[config.mk]
export PLATFORM = sky130hd
export DESIGN_NAME = modbus_rtu_frame_decoder_core
export DESIGN_NICKNAME = d
export VERILOG_FILES = /design/src/rtl/mrfd_pkg.sv /design/src/rtl/modbus_rtu_frame_decoder_core.sv /design/src/rtl/mrfd_front.sv /design/src/rtl/mrfd_queue.sv /design/src/rtl/mrfd_back.sv
export SDC_FILE = /design/constraint.sdc
export NUM_CORES = 1
export LEC_CHECK = 0
export BUFFER_PORTS_ARGS = -buffer_cell sky130_fd_sc_hd__buf_2
export CAP_MARGIN = 5
export CORE_UTILIZATION = 31
export CTS_BUF_LIST = sky130_fd_sc_hd__clkbuf_2
export DETAILED_ROUTE_END_ITERATION = 16
export PLACE_DENSITY_LB_ADDON = 0.1
export SLEW_MARGIN = 20
export SYNTH_ARGS = -nofsm -noshare
export SYNTH_HDL_FRONTEND = slang
export SYNTH_SLANG_ARGS = --single-unit
[constraint.sdc]
create_clock -name clock -period 6.5 [get_ports clock]
set_input_delay 0.325 -clock clock [delete_from_list [all_inputs] [get_ports clock]]
set_output_delay 0.325 -clock clock [all_outputs]
set_load 0.05 [all_outputs]
[src/rtl/mrfd_pkg.sv]
// Modbus RTU frame decoder: shared types, codes and the CRC-16 byte step.
// Used by every module of the decoder; no dependencies.
`default_nettype none

package mrfd_pkg;

   localparam logic [15:0] CRC_INIT = 16'hFFFF;
   localparam logic [15:0] CRC_POLY = 16'hA001;
   localparam int unsigned HDR_LEN = 6;

   localparam logic [1:0] STATUS_OK       = 2'd0;
   localparam logic [1:0] STATUS_SHORT    = 2'd1;
   localparam logic [1:0] STATUS_MISMATCH = 2'd2;

   localparam logic [1:0] KIND_NONE     = 2'd0;
   localparam logic [1:0] KIND_QUANTITY = 2'd1;
   localparam logic [1:0] KIND_VALUE    = 2'd2;

   localparam logic [7:0] FC_READ_COILS      = 8'h01;
   localparam logic [7:0] FC_READ_INPUT_REGS = 8'h04;
   localparam logic [7:0] FC_WRITE_COIL      = 8'h05;
   localparam logic [7:0] FC_WRITE_REG       = 8'h06;
   localparam logic [7:0] FC_WRITE_COILS     = 8'h0F;
   localparam logic [7:0] FC_WRITE_REGS      = 8'h10;

   typedef struct packed {
      logic [7:0] data_byte;
      logic       last_byte;
   } req_type;

   typedef struct packed {
      logic [1:0]  status;
      logic [7:0]  node_addr;
      logic [7:0]  func_code;
      logic        exc_flag;
      logic [7:0]  exc_code;
      logic [1:0]  field_kind;
      logic [15:0] addr_word;
      logic [15:0] second_word;
      logic [15:0] computed_crc;
      logic [15:0] received_crc;
      logic [8:0]  frame_length;
   } rsp_type;

   // One finished frame, handed from the front to the back.
   typedef struct packed {
      logic                     too_short;
      logic                     has_words;
      logic [8:0]               frame_length;
      logic [HDR_LEN-1:0][7:0]  header;
      logic [15:0]              computed_crc;
      logic [15:0]              received_crc;
   } frame_rec_type;

   typedef struct packed {
      logic push;
      logic pop;
   } queue_ctl_type;

   typedef struct packed {
      logic full;
      logic empty;
   } queue_status_type;

   function automatic logic [15:0] crc_feed(input logic [15:0] crc, input logic [7:0] b);
      logic [15:0] c;
      c = crc ^ {8'h00, b};
      for (int i = 0; i < 8; i++) begin
         if (c[0]) begin
            c = (c >> 1) ^ CRC_POLY;
         end else begin
            c = c >> 1;
         end
      end
      return c;
   endfunction

endpackage

`default_nettype wire

[src/rtl/modbus_rtu_frame_decoder_core.sv]
// Modbus RTU frame decoder top level: front, two-entry frame queue and back.
// Uses mrfd_pkg, mrfd_front, mrfd_queue and mrfd_back.
//
// Takes one frame byte per cycle unless stalled, with last_byte marking the
// end of a frame, and gives one result per frame: status (ok, too short, CRC
// mismatch), address, function code, exception code and decoded word pair, both
// CRC values and the byte count saturated at MAX_FRAME_BYTES. The CRC-16 byte
// step is unrolled in the front, so bytes stream at one per cycle unless
// stalled. The back registers the result as it pops the frame. A two-entry
// frame queue sits between front and back; req_stall rises only while both
// entries are held because rsp_stall keeps the output register from draining.
`default_nettype none

module modbus_rtu_frame_decoder_core
   import mrfd_pkg::*;
#(
   parameter int unsigned MAX_FRAME_BYTES = 256
) (
   input  wire logic     clock,
   input  wire logic     reset,
   input  wire logic     req_valid,
   output logic          req_stall,
   input  wire req_type  req_payload,
   output logic          rsp_valid,
   input  wire logic     rsp_stall,
   output rsp_type       rsp_payload
);

   logic             accept;
   logic             push;
   logic             pop;
   frame_rec_type    front_frame;
   frame_rec_type    head_frame;
   queue_ctl_type    queue_ctl;
   queue_status_type queue_status;

   assign req_stall = queue_status.full;
   assign accept    = req_valid & ~queue_status.full;

   mrfd_front #(
      .MAX_FRAME_BYTES(MAX_FRAME_BYTES)
   ) u_front (
      .clock (clock),
      .reset (reset),
      .accept(accept),
      .req   (req_payload),
      .push  (push),
      .frame (front_frame)
   );

   assign queue_ctl.push = push;
   assign queue_ctl.pop  = pop;

   mrfd_queue u_queue (
      .clock   (clock),
      .reset   (reset),
      .ctl     (queue_ctl),
      .wr_frame(front_frame),
      .rd_frame(head_frame),
      .status  (queue_status)
   );

   mrfd_back u_back (
      .clock      (clock),
      .reset      (reset),
      .frame_ready(~queue_status.empty),
      .frame      (head_frame),
      .pop        (pop),
      .rsp_valid  (rsp_valid),
      .rsp_stall  (rsp_stall),
      .rsp_payload(rsp_payload)
   );

endmodule

`default_nettype wire

[src/rtl/mrfd_front.sv]
// Modbus RTU decoder front: takes bytes, runs the CRC behind a two-byte delay,
// captures the header and pushes one frame record at the last byte. Uses mrfd_pkg.
`default_nettype none

module mrfd_front
   import mrfd_pkg::*;
#(
   parameter int unsigned MAX_FRAME_BYTES = 256
) (
   input  wire logic      clock,
   input  wire logic      reset,
   input  wire logic      accept,
   input  wire req_type   req,
   output logic           push,
   output frame_rec_type  frame
);

   localparam int unsigned CountWidth = $clog2(MAX_FRAME_BYTES + 1);
   localparam logic [CountWidth-1:0] MaxCount = CountWidth'(MAX_FRAME_BYTES);

   logic [15:0]             crc_ff, crc_in, crc_now;
   logic [7:0]              dly0_ff, dly0_in;
   logic [7:0]              dly1_ff, dly1_in;
   logic [1:0]              fill_ff, fill_in;
   logic [CountWidth-1:0]   cnt_ff, cnt_in, length_now;
   logic [HDR_LEN-1:0][7:0] hdr_ff, hdr_in, hdr_now;

   always_comb begin
      crc_now = fill_ff[1] ? crc_feed(crc_ff, dly1_ff) : crc_ff;
      hdr_now = hdr_ff;
      if (cnt_ff < CountWidth'(HDR_LEN)) begin
         hdr_now[cnt_ff[2:0]] = req.data_byte;
      end
      length_now = (cnt_ff >= MaxCount) ? MaxCount : cnt_ff + 1'b1;
   end

   always_comb begin
      crc_in  = crc_ff;
      dly0_in = dly0_ff;
      dly1_in = dly1_ff;
      fill_in = fill_ff;
      cnt_in  = cnt_ff;
      hdr_in  = hdr_ff;
      if (accept) begin
         if (req.last_byte) begin
            crc_in  = CRC_INIT;
            dly0_in = '0;
            dly1_in = '0;
            fill_in = '0;
            cnt_in  = '0;
            hdr_in  = '0;
         end else begin
            crc_in  = crc_now;
            dly0_in = req.data_byte;
            dly1_in = dly0_ff;
            fill_in = fill_ff[1] ? fill_ff : fill_ff + 1'b1;
            cnt_in  = (cnt_ff < MaxCount) ? cnt_ff + 1'b1 : cnt_ff;
            hdr_in  = hdr_now;
         end
      end
   end

   always_ff @(posedge clock) begin
      if (reset) begin
         crc_ff  <= CRC_INIT;
         dly0_ff <= '0;
         dly1_ff <= '0;
         fill_ff <= '0;
         cnt_ff  <= '0;
         hdr_ff  <= '0;
      end else begin
         crc_ff  <= crc_in;
         dly0_ff <= dly0_in;
         dly1_ff <= dly1_in;
         fill_ff <= fill_in;
         cnt_ff  <= cnt_in;
         hdr_ff  <= hdr_in;
      end
   end

   assign push = accept & req.last_byte;

   always_comb begin
      frame.too_short    = (cnt_ff < CountWidth'(3));
      frame.has_words    = (cnt_ff >= CountWidth'(7));
      frame.frame_length = 9'(length_now);
      frame.header       = hdr_now;
      frame.computed_crc = crc_now;
      frame.received_crc = {req.data_byte, dly0_ff};
   end

endmodule

`default_nettype wire

[src/rtl/mrfd_queue.sv]
// Two-entry frame queue between the decoder front and back.
// Uses mrfd_pkg for the frame record and control structs.
`default_nettype none

module mrfd_queue
   import mrfd_pkg::*;
(
   input  wire logic           clock,
   input  wire logic           reset,
   input  wire queue_ctl_type  ctl,
   input  wire frame_rec_type  wr_frame,
   output frame_rec_type       rd_frame,
   output queue_status_type    status
);

   frame_rec_type entry_ff [2];
   logic       wr_ptr_ff, wr_ptr_in;
   logic       rd_ptr_ff, rd_ptr_in;
   logic [1:0] count_ff, count_in;

   always_comb begin
      wr_ptr_in = ctl.push ? ~wr_ptr_ff : wr_ptr_ff;
      rd_ptr_in = ctl.pop ? ~rd_ptr_ff : rd_ptr_ff;
      count_in  = count_ff;
      if (ctl.push && !ctl.pop) begin
         count_in = count_ff + 1'b1;
      end else if (!ctl.push && ctl.pop) begin
         count_in = count_ff - 1'b1;
      end
   end

   always_ff @(posedge clock) begin
      if (reset) begin
         wr_ptr_ff <= 1'b0;
         rd_ptr_ff <= 1'b0;
         count_ff  <= '0;
      end else begin
         wr_ptr_ff <= wr_ptr_in;
         rd_ptr_ff <= rd_ptr_in;
         count_ff  <= count_in;
      end
   end

   always_ff @(posedge clock) begin
      if (ctl.push) begin
         entry_ff[wr_ptr_ff] <= wr_frame;
      end
   end

   assign rd_frame     = entry_ff[rd_ptr_ff];
   assign status.full  = count_ff[1];
   assign status.empty = (count_ff == 2'd0);

endmodule

`default_nettype wire

[src/rtl/mrfd_back.sv]
// Modbus RTU decoder back: checks the CRC, classifies the function code and
// holds the result in the output register. Uses mrfd_pkg.
`default_nettype none

module mrfd_back
   import mrfd_pkg::*;
(
   input  wire logic          clock,
   input  wire logic          reset,
   input  wire logic          frame_ready,
   input  wire frame_rec_type frame,
   output logic               pop,
   output logic               rsp_valid,
   input  wire logic          rsp_stall,
   output rsp_type            rsp_payload
);

   logic    valid_ff, valid_in;
   rsp_type result_ff, result_now;
   logic [7:0] fc;

   assign fc = frame.header[1];

   always_comb begin
      result_now              = '0;
      result_now.frame_length = frame.frame_length;
      if (frame.too_short) begin
         result_now.status = STATUS_SHORT;
      end else begin
         result_now.node_addr    = frame.header[0];
         result_now.func_code    = fc;
         result_now.computed_crc = frame.computed_crc;
         result_now.received_crc = frame.received_crc;
         if (frame.computed_crc != frame.received_crc) begin
            result_now.status = STATUS_MISMATCH;
         end else if (fc[7]) begin
            result_now.exc_flag = 1'b1;
            result_now.exc_code = frame.header[2];
         end else if (frame.has_words) begin
            if ((fc >= FC_READ_COILS && fc <= FC_READ_INPUT_REGS) ||
                fc == FC_WRITE_COILS || fc == FC_WRITE_REGS) begin
               result_now.field_kind = KIND_QUANTITY;
            end else if (fc == FC_WRITE_COIL || fc == FC_WRITE_REG) begin
               result_now.field_kind = KIND_VALUE;
            end
            if (result_now.field_kind != KIND_NONE) begin
               result_now.addr_word   = {frame.header[2], frame.header[3]};
               result_now.second_word = {frame.header[4], frame.header[5]};
            end
         end
      end
   end

   assign pop = frame_ready & (~valid_ff | ~rsp_stall);

   always_comb begin
      valid_in = valid_ff;
      if (pop) begin
         valid_in = 1'b1;
      end else if (!rsp_stall) begin
         valid_in = 1'b0;
      end
   end

   always_ff @(posedge clock) begin
      if (reset) begin
         valid_ff <= 1'b0;
      end else begin
         valid_ff <= valid_in;
      end
   end

   always_ff @(posedge clock) begin
      if (pop) begin
         result_ff <= result_now;
      end
   end

   assign rsp_valid   = valid_ff;
   assign rsp_payload = result_ff;

endmodule

`default_nettype wire

=== After elaboration in Yosys (flattened, before gate mapping) ===
Memory sizes are Yosys's and may differ from the RTL's. A register that Yosys moved wholly into a read port is not among the register bits.
Index checks and enable logic that the tools add are counted.

* Bits in registers: 198
* RAM bits: 182
* Input bits: 13
* Output and inout port bits: 104
* Logic and storage cells: 127
* Memories: 1

{| class="wikitable"
|+ Memories
! name !! words !! bits a word !! read ports !! clocked after memory_dff !! write ports !! RTL line !! source
|-
| u_queue.entry_ff || 2 || 91 || 1 || 1 || 1 || mrfd_queue.sv:16 || <nowiki>frame_rec_type entry_ff [2];</nowiki>
|}

* Add/sub/neg operators: 4
* Order comparisons: 9
* Eq/ne operators: 7
* Mux-type cells: 38
* Bitwise operators: 22
* Reductions and logical operators: 19

{| class="wikitable"
|+ Operators by type and width
! kind !! count
|-
| $mux W16 || 10
|-
| $mux W48 || 2
|-
| $bwmux W48 || 1
|-
| $mux W9 || 4
|-
| $demux W8 S3 || 1
|-
| $mux W8 || 3
|-
| $not A2 Y3 || 8
|-
| $mux W2 || 11
|-
| $eq A8 B3 Y1 const B || 2
|-
| $ne A16 B16 Y1 || 1
|-
| $xor A16 B8 Y16 || 1
|-
| $add A9 B1 Y9 const B || 1
|-
| $ge A9 B3 Y1 const B || 1
|-
| $ge A9 B9 Y1 const B || 1
|-
| $lt A9 B2 Y1 const B || 1
|-
| $lt A9 B3 Y1 const B || 1
|-
| $lt A9 B9 Y1 const B || 1
|-
| $not A1 Y1 || 9
|-
| $eq A8 B4 Y1 const B || 1
|-
| $eq A8 B5 Y1 const B || 1
|-
| $ge A8 B1 Y1 const B || 1
|-
| $le A8 B3 Y1 const B || 1
|-
| $mux W1 || 6
|-
| $reduce_bool A2 Y1 || 3
|-
| other kinds (17) || 27
|}

=== Longest topological paths before layout ===
Gate-level depths: netlist (run 1).

* Depth after elaboration: 19
* Gate-level depth with buffers: 8
* Mapped depth without buffers: 7

=== Cells and area by module ===
From an unflattened synthesis (run 1), not the netlist that was laid out.

* Cell total of the unflattened synthesis: 1,097
* Area total of the unflattened synthesis: 15,782.6 µm²

{| class="wikitable"
|+ Modules (own cells, without submodules)
! module !! times used !! cells an instance !! area an instance (µm²) !! sequential area each (µm²)
|-
| mrfd_queue || 1 || 305 || 6,805.3 || 5,565.3
|-
| mrfd_front || 1 || 530 || 4,674.5 || 1,821.7
|-
| mrfd_back || 1 || 260 || 4,285.4 || 3,083.0
|-
| modbus_rtu_frame_decoder_core || 1 || 2 || 17.5 || 0.0
|}

=== Worst setup path after synthesis (run 1) ===
No wires, ideal clock.

* Path kind: register to register
* Start: reg u_queue.count_ff[1]
* End: mem u_queue.entry_ff[0][0] (netlist name) (enable)
* Setup time: 541 ps
* Arrival time: 4,618 ps
* Data required time: 5,959 ps
* Slack: 1,340 ps
* Cell stages (with the launch flop): 4
* Path buffers: 0
* Clock period less this slack: 5,160 ps
* Cell sequence: dfxtp_1 > nor2b_1 > nand2_1 > nor2_1

* Longest elaborated chain between the ends: 5

{| class="wikitable"
|+ RTL lines
! what !! RTL line !! source
|-
| start, declared || mrfd_queue.sv:19 || <nowiki>logic [1:0] count_ff, count_in;</nowiki>
|-
| start signal, assigned || mrfd_queue.sv:40 || <nowiki>count_ff <= count_in;</nowiki>
|-
| $not A1 Y1 || modbus_rtu_frame_decoder_core.sv:38 || <nowiki>assign accept = req_valid & ~queue_status.full;</nowiki>
|-
| $and A1 B1 Y1 || modbus_rtu_frame_decoder_core.sv:38 ||
|-
| $and A1 B1 Y1 || mrfd_front.sv:81 || <nowiki>assign push = accept & req.last_byte;</nowiki>
|-
| $mux W1 || mrfd_queue.sv:45 || <nowiki>if (ctl.push) begin</nowiki>
|-
| $mux W1 (not written as such) || mrfd_queue.sv:46 || <nowiki>entry_ff[wr_ptr_ff] <= wr_frame;</nowiki>
|-
| end, declared || mrfd_queue.sv:16 ||
|}

No other way between the ends.

==> results of run 1 <==
[layout by cell type, fill, tap and decap left out, drive strengths merged, types with 3 or more instances in the layout]
master,instances
xnor3,3
dfxtp,97
nor3b,3
nand2,38
edfxtp,284
bufinv,3
nand2b,3
nor4,38
nor3,12
nand4,12
nor2,158
and2b,8
and3,10
a21o,3
mux2i,84
xnor2,54
or3,5
ha,3
a22oi,21
nor2b,4
mux2,67
dlygate4sd3,14
buf,132
xor2,5
clkbuf,154
clkinv,23
a21oi,38
a32oi,32
nand3,10
inv,8
o21ai,23
[path summary, 6_finish.rpt]
kind	endpoint	slack (ns)	cells after the start
worst max-delay path	u_back.rsp_payload[59]	3.38	7
worst min-delay path	u_queue.entry_ff[1][13]	0.24	2
worst max register to register	u_back.rsp_payload[59]	3.38	7
worst min register to register	u_back.rsp_valid	0.49	2
[sequential cells by signal, summed over array words and instances, names as in the netlist, named ones only]
| name | count |
|---|---|
| u_queue.entry_ff | 182 |
| u_queue.rd_ptr_ff | 1 |
| u_front.hdr_ff | 48 |
| u_front.dly1_ff | 8 |
| u_queue.count_ff | 2 |
| u_front.fill_ff | 2 |
| u_back.rsp_valid | 1 |
| u_queue.wr_ptr_ff | 1 |
| u_back.rsp_payload | 102 |
| u_front.dly0_ff | 8 |
| u_front.crc_ff | 16 |
| u_front.cnt_ff | 9 |
[through the flow]
step | hold slack (ns) | power (uW)
final | 0.2422 | 6947
after global routing | 0.1335 | 7325
after CTS | 0.05532 | 7099
after detailed placement | 0.4618 | 5308
after global placement | 0.4658 | 5315
after floorplan | 0.4239 | 4807
[logic make-up (layout without fill, tap and decap cells)]
family	count (synthesis)	in the layout	share of synthesized area, %
flip-flops	381	381	67.79
AND/OR/NAND/NOR	311	311	9.908
multiplexers	151	151	10.47
AO/OA/AOI/OAI	122	122	5.484
buffers and inverters	72	336	2.309
XOR/XNOR	62	62	3.791
adder cells (fa/ha/maj)	3	3	0.2431
other	0	1	0
[metal layers]
metal	routed length, um	track usage, %	up-vias
met5	0	0	-
met4	851	6.452	0
met3	1611	3.272	63
met2	17290	23.22	221
met1	18160	20.90	4658
li1	-	-	4569
[layout make-up]
cell class / count / area share, %
flip-flops and latches: 381 / 58.81
multi-input cells: 649 / 26.14
repair buffers: 146 / 4.763
well taps: 664 / 4.665
clock buffers: 154 / 4.328
clock inverters: 28 / 1.096
inverters: 8 / 0.1827
diodes: 1 / 0.01405
[cell usage after synthesis (7+ instances only)]
cell      number  area, um^2
o21ai_0       18       90.09
buf_1          7       26.28
nand2_1       38       142.6
dfxtp_1       97        1942
xnor2_1       54       473.0
and2b_2        8       70.07
inv_1          8       30.03
nor3_1        12       60.06
nand4_1       10       62.56
nor4_1        35       219.0
buf_6          8       90.09
clkbuf_1      32       120.1
a22oi_1       21       157.7
edfxtp_1     284        8528
a32oi_1       32       280.3
nor2_1       158       593.1
a21oi_1       38       190.2
mux2_2        61       686.9
buf_2         15       75.07
nand3_1       10       50.05
mux2i_1       84       840.8
and3_1        10       62.56
[what timing repair did]
action / 4_1_cts / 5_1_grt
buffers inserted: 0 / 0
endpoints found under the hold margin: 234 / 0
hold buffers: 14 / 0
[power by group through the flow]
stage	Combinational, uW	Clock, uW	Sequential, uW
global placement	2050	0	3270
detailed placement	2040	0	3270
CTS	2050	1830	3220
global route	2150	1930	3250
floorplan	804	0	4000
finish	2010	1740	3200
==> run metrics, run 1 <==
row cnt 81; Port Buffers 116; CP most frequent cell buf_4; EDFF count, synth 284; Top-Level Pins 117; initial DRC count 515; Bufs and invs on worst path 2; Max stage delay cell, worst path dfxtp_4; Syn-to-layout area delta 15.31%; fin worst setup slack 3.382 ns; Clock Skew 0.06615 ns; WL final 37.91 mm; max-slew violations 0; Resized Gates After CTS 0; flop and latch count out of synthesis 381; via count 9,511; sequence of cells on the critical path buf_4 -> mux2_2 -> or3_1 -> a211oi_2 -> nor2_2 -> buf_4 -> nor4_1; DRT antenna net count 0; asr flop ratio synth 0%; later-pin clock latency in the skew report 1.04 ns; Int Pwr 4292 uW; post-synthesis cell area 0.01544 mm^2; Core ar. 0.04905 mm^2; Final TNS setup 0 ns; sequential cell area 0.01047 mm^2; Sw Pwr 2655 uW; Die H 225.2 um; HP Start req_payload[6]; final period utilization 47.97%; WP data arrival 3.91 ns; Net Sw Frac 38.21%; Seq/Total Area, Yosys 67.79%; Flop pwr share 46.1%; Max FO, Critical Path 32; Syn Inst Count 1,102; power per cell area 390.1 mW/mm^2; top_reg_cell synth edfxtp_1; class of the worst hold path input pin to register; vias in the first global route 9,643; initial core utilization 31.49%; CP endpoint kind register; GR Overflow Total 0; initial antenna violation count 1; total CTS buffers 102; Req. time, crit path 7.29 ns; syn avg cell area 14.02 um^2; DR vias/cell 4.683; share of layout cells above drive strength 1 28.62%; fillcell total 4,868; Max Cap Viol 0; Detail Placement HPWL 23.71 mm; worst-margin pin slew 1.016 ns; H-tree depth 3; clk sinks 381; maximum clock frequency 320.7 MHz; CTS tree done; final core occ 36.31%; startpoint types register; crit path kind register to register; Comb power frac 28.9%; DP Cell Count 1,832; highest ir drop seen on vdd 0.2806 mV; area of the multi-input gates 0.004656 mm^2; Clock power frac 25.0%; post-placement cell area 0.01668 mm^2; RSZ-0062 raised after global routing no; die area 0.05072 mm^2; GRT Util Overall 15.24%; Netlist cell types 51; # setup viols final 0; nets@finish 1,304; Tmin final 3.118 ns; first-pass GRT wire length 57.66 mm; drt first pass iters 6; Leak Pwr 0.006370 uW; Layout Cells excl Fill 2,031; post-DR wirelength/cell 18.67 um; design area 0.01781 mm^2; CP max stage delay 0.66 ns; syn_nets 1,118; Final GP Congestion 0.7146; Place WS 3.319 ns; CTS max path bufs 3; die width 225.2 um; Max transition margin 32.20%; Ys Warns 0; Hold Vio Cnt, Final 0; Clk Tree Root Cell clkbuf_2; clk slew on worst S/H paths 0.09 ns; DRC Markers 0; CP top delay family buffers and inverters; status complete, no violations; largest net degree at the start of global routing 75
(Power assumes the default switching activity.)
==> run 2, diff against run 1 <==
==> constraint.sdc (replaced) <==
create_clock -name clock -period 3.2 [get_ports clock]
set_input_delay 0.16 -clock clock [delete_from_list [all_inputs] [get_ports clock]]
set_output_delay 0.16 -clock clock [all_outputs]
set_load 0.05 [all_outputs]
==> run metrics, run 2 (same netlist as run 1, synthesis figures left out) <==
initial antenna violation count 2; Final GP Congestion 0.7466; maximum clock frequency 383.0 MHz; final period utilization 81.60%; clk sinks 381; Detail Placement HPWL 24.12 mm; Resized Gates After CTS 0; Layout Cells excl Fill 2,062; WL final 38.99 mm; Max stage delay cell, worst path dlygate4sd3_1; hold_buf cts 24; DP Cell Count 1,844; DRC Markers 0; Req. time, crit path 4.12 ns; Tmin final 2.611 ns; nets@finish 1,325; # setup viols final 0; later-pin clock latency in the skew report 1.03 ns; DR vias/cell 4.650; Hold Vio Cnt, Final 0; via count 9,588; Max Cap Viol 0; CTS max path bufs 3; CP endpoint kind register; CP max stage delay 0.63 ns; max reg flops 182; Final TNS setup 0 ns; Largest Register u_queue.entry_ff; final core occ 36.75%; post-DR wirelength/cell 18.91 um; H-tree depth 3; Die H 225.2 um; initial DRC count 487; Post CTS Setup Buffer Count 0; crit path kind register to register; first-pass GRT wire length 59.21 mm; Leak Pwr 0.006498 uW; GR Overflow Total 0; Max transition margin 32.94%; highest ir drop seen on vdd 0.4539 mV; largest net degree at the start of global routing 92; share of layout cells above drive strength 1 29.25%; status complete, no violations; Reg2Reg Setup Slack 0.59 ns; drt first pass iters 5; Top-Level Pins 117; Core ar. 0.04905 mm^2; initial core utilization 31.49%; class of the worst hold path input pin to register; most common cell after layout, fill and taps aside edfxtp_1; Port Buffers 116; sequential cell area 0.01047 mm^2; row cnt 81; vias in the first global route 9,820; Syn-to-layout area delta 16.73%; startpoint types register; worst-margin pin slew 1.005 ns; fin worst setup slack 0.5888 ns; RSZ-0062 raised after global routing no; die area 0.05072 mm^2; Clock Skew 0.06629 ns; fillcell total 4,852; total CTS buffers 103; max-slew violations 0; CTS tree done; area of the multi-input gates 0.004653 mm^2; GRT Util Overall 15.66%; sequence of cells on the critical path nor2b_4 -> nand2_1 -> dlygate4sd3_1 -> xor2_1 -> nor2_1 -> dlygate4sd3_1; power per cell area 783.2 mW/mm^2; die width 225.2 um; Clk Tree Root Cell clkbuf_2; Max FO, Critical Path 20; CP most frequent cell dlygate4sd3_1; Place WS 0.8036 ns; WP data arrival 3.53 ns; DRT antenna net count 0; clk slew on worst S/H paths 0.10 ns; commonest non-fill, non-tap cells in the layout edfxtp_1 (284), clkbuf_2 (164), nor2_1 (156)
==> run 2: cell types whose count changed in the layout (fill, tap and decap cells not counted), sizes merged <==
cell,before,now
diode,1,3
clkbuf,154,164
inv,8,10
buf,132,142
dlygate4sd3,14,24
bufinv,3,1
clkinvlp,2,1
==> run 2: layout make-up <==
type | instances | share of cell area, %
clock buffer | 164 | 4.553
sequential | 381 | 58.10
multi-input combinational | 649 | 25.81
antenna | 3 | 0.04164
tap | 664 | 4.608
timing repair buffer | 166 | 5.982
inverter | 8 | 0.1874
clock inverter | 27 | 0.7218
==> run 2: path summary, 6_finish.rpt <==
check | startpoint | to | cells after the start
hold / removal | req_payload[7] | u_queue.entry_ff[0][14] | 2
hold reg to reg | u_front.hdr_ff[18] | u_front.hdr_ff[18] | 2
setup / recovery | u_queue.count_ff[1] | u_queue.wr_ptr_ff | 6
setup reg to reg | u_queue.count_ff[1] | u_queue.wr_ptr_ff | 6
==> run 2: worst max-delay path: cells and delay by family, from the launching register on <==
family | cells | cell delay (ns)
buffers and inverters | 2 | 1.21
AND/OR/NAND/NOR | 3 | 0.77
XOR/XNOR | 1 | 0.14
flip-flops | 1 | 0.38
==> run 2: power breakdown <==
part           total [uW]  switching [uW]  internal [uW]
clock network        3460            2040           1430
logic                4170            3120           1050
registers            6480             284           6200
==> run 2: routing by layer <==
metal / vias to the layer above / share of wire [%] / global-route usage, %
li1: 4605 / - / -
met1: 4686 / 47 / 21.17
met2: 226 / 46 / 24.10
met3: 71 / 5.0 / 3.455
met4: 0 / 2.4 / 6.759
met5: - / 0 / 0
==> run 2: per-stage QoR <==
step | hold WS, ns | area (um^2) | total power (uW)
final | 0.1566 | 18030 | 14120
after global routing | 0.04825 | 18030 | 14900
after CTS | 0.02135 | 18020 | 14420
after detailed placement | 0.4565 | 16830 | 10820
after global placement | 0.4526 | 16830 | 10820
after floorplan | 0.2589 | 15460 | 9734
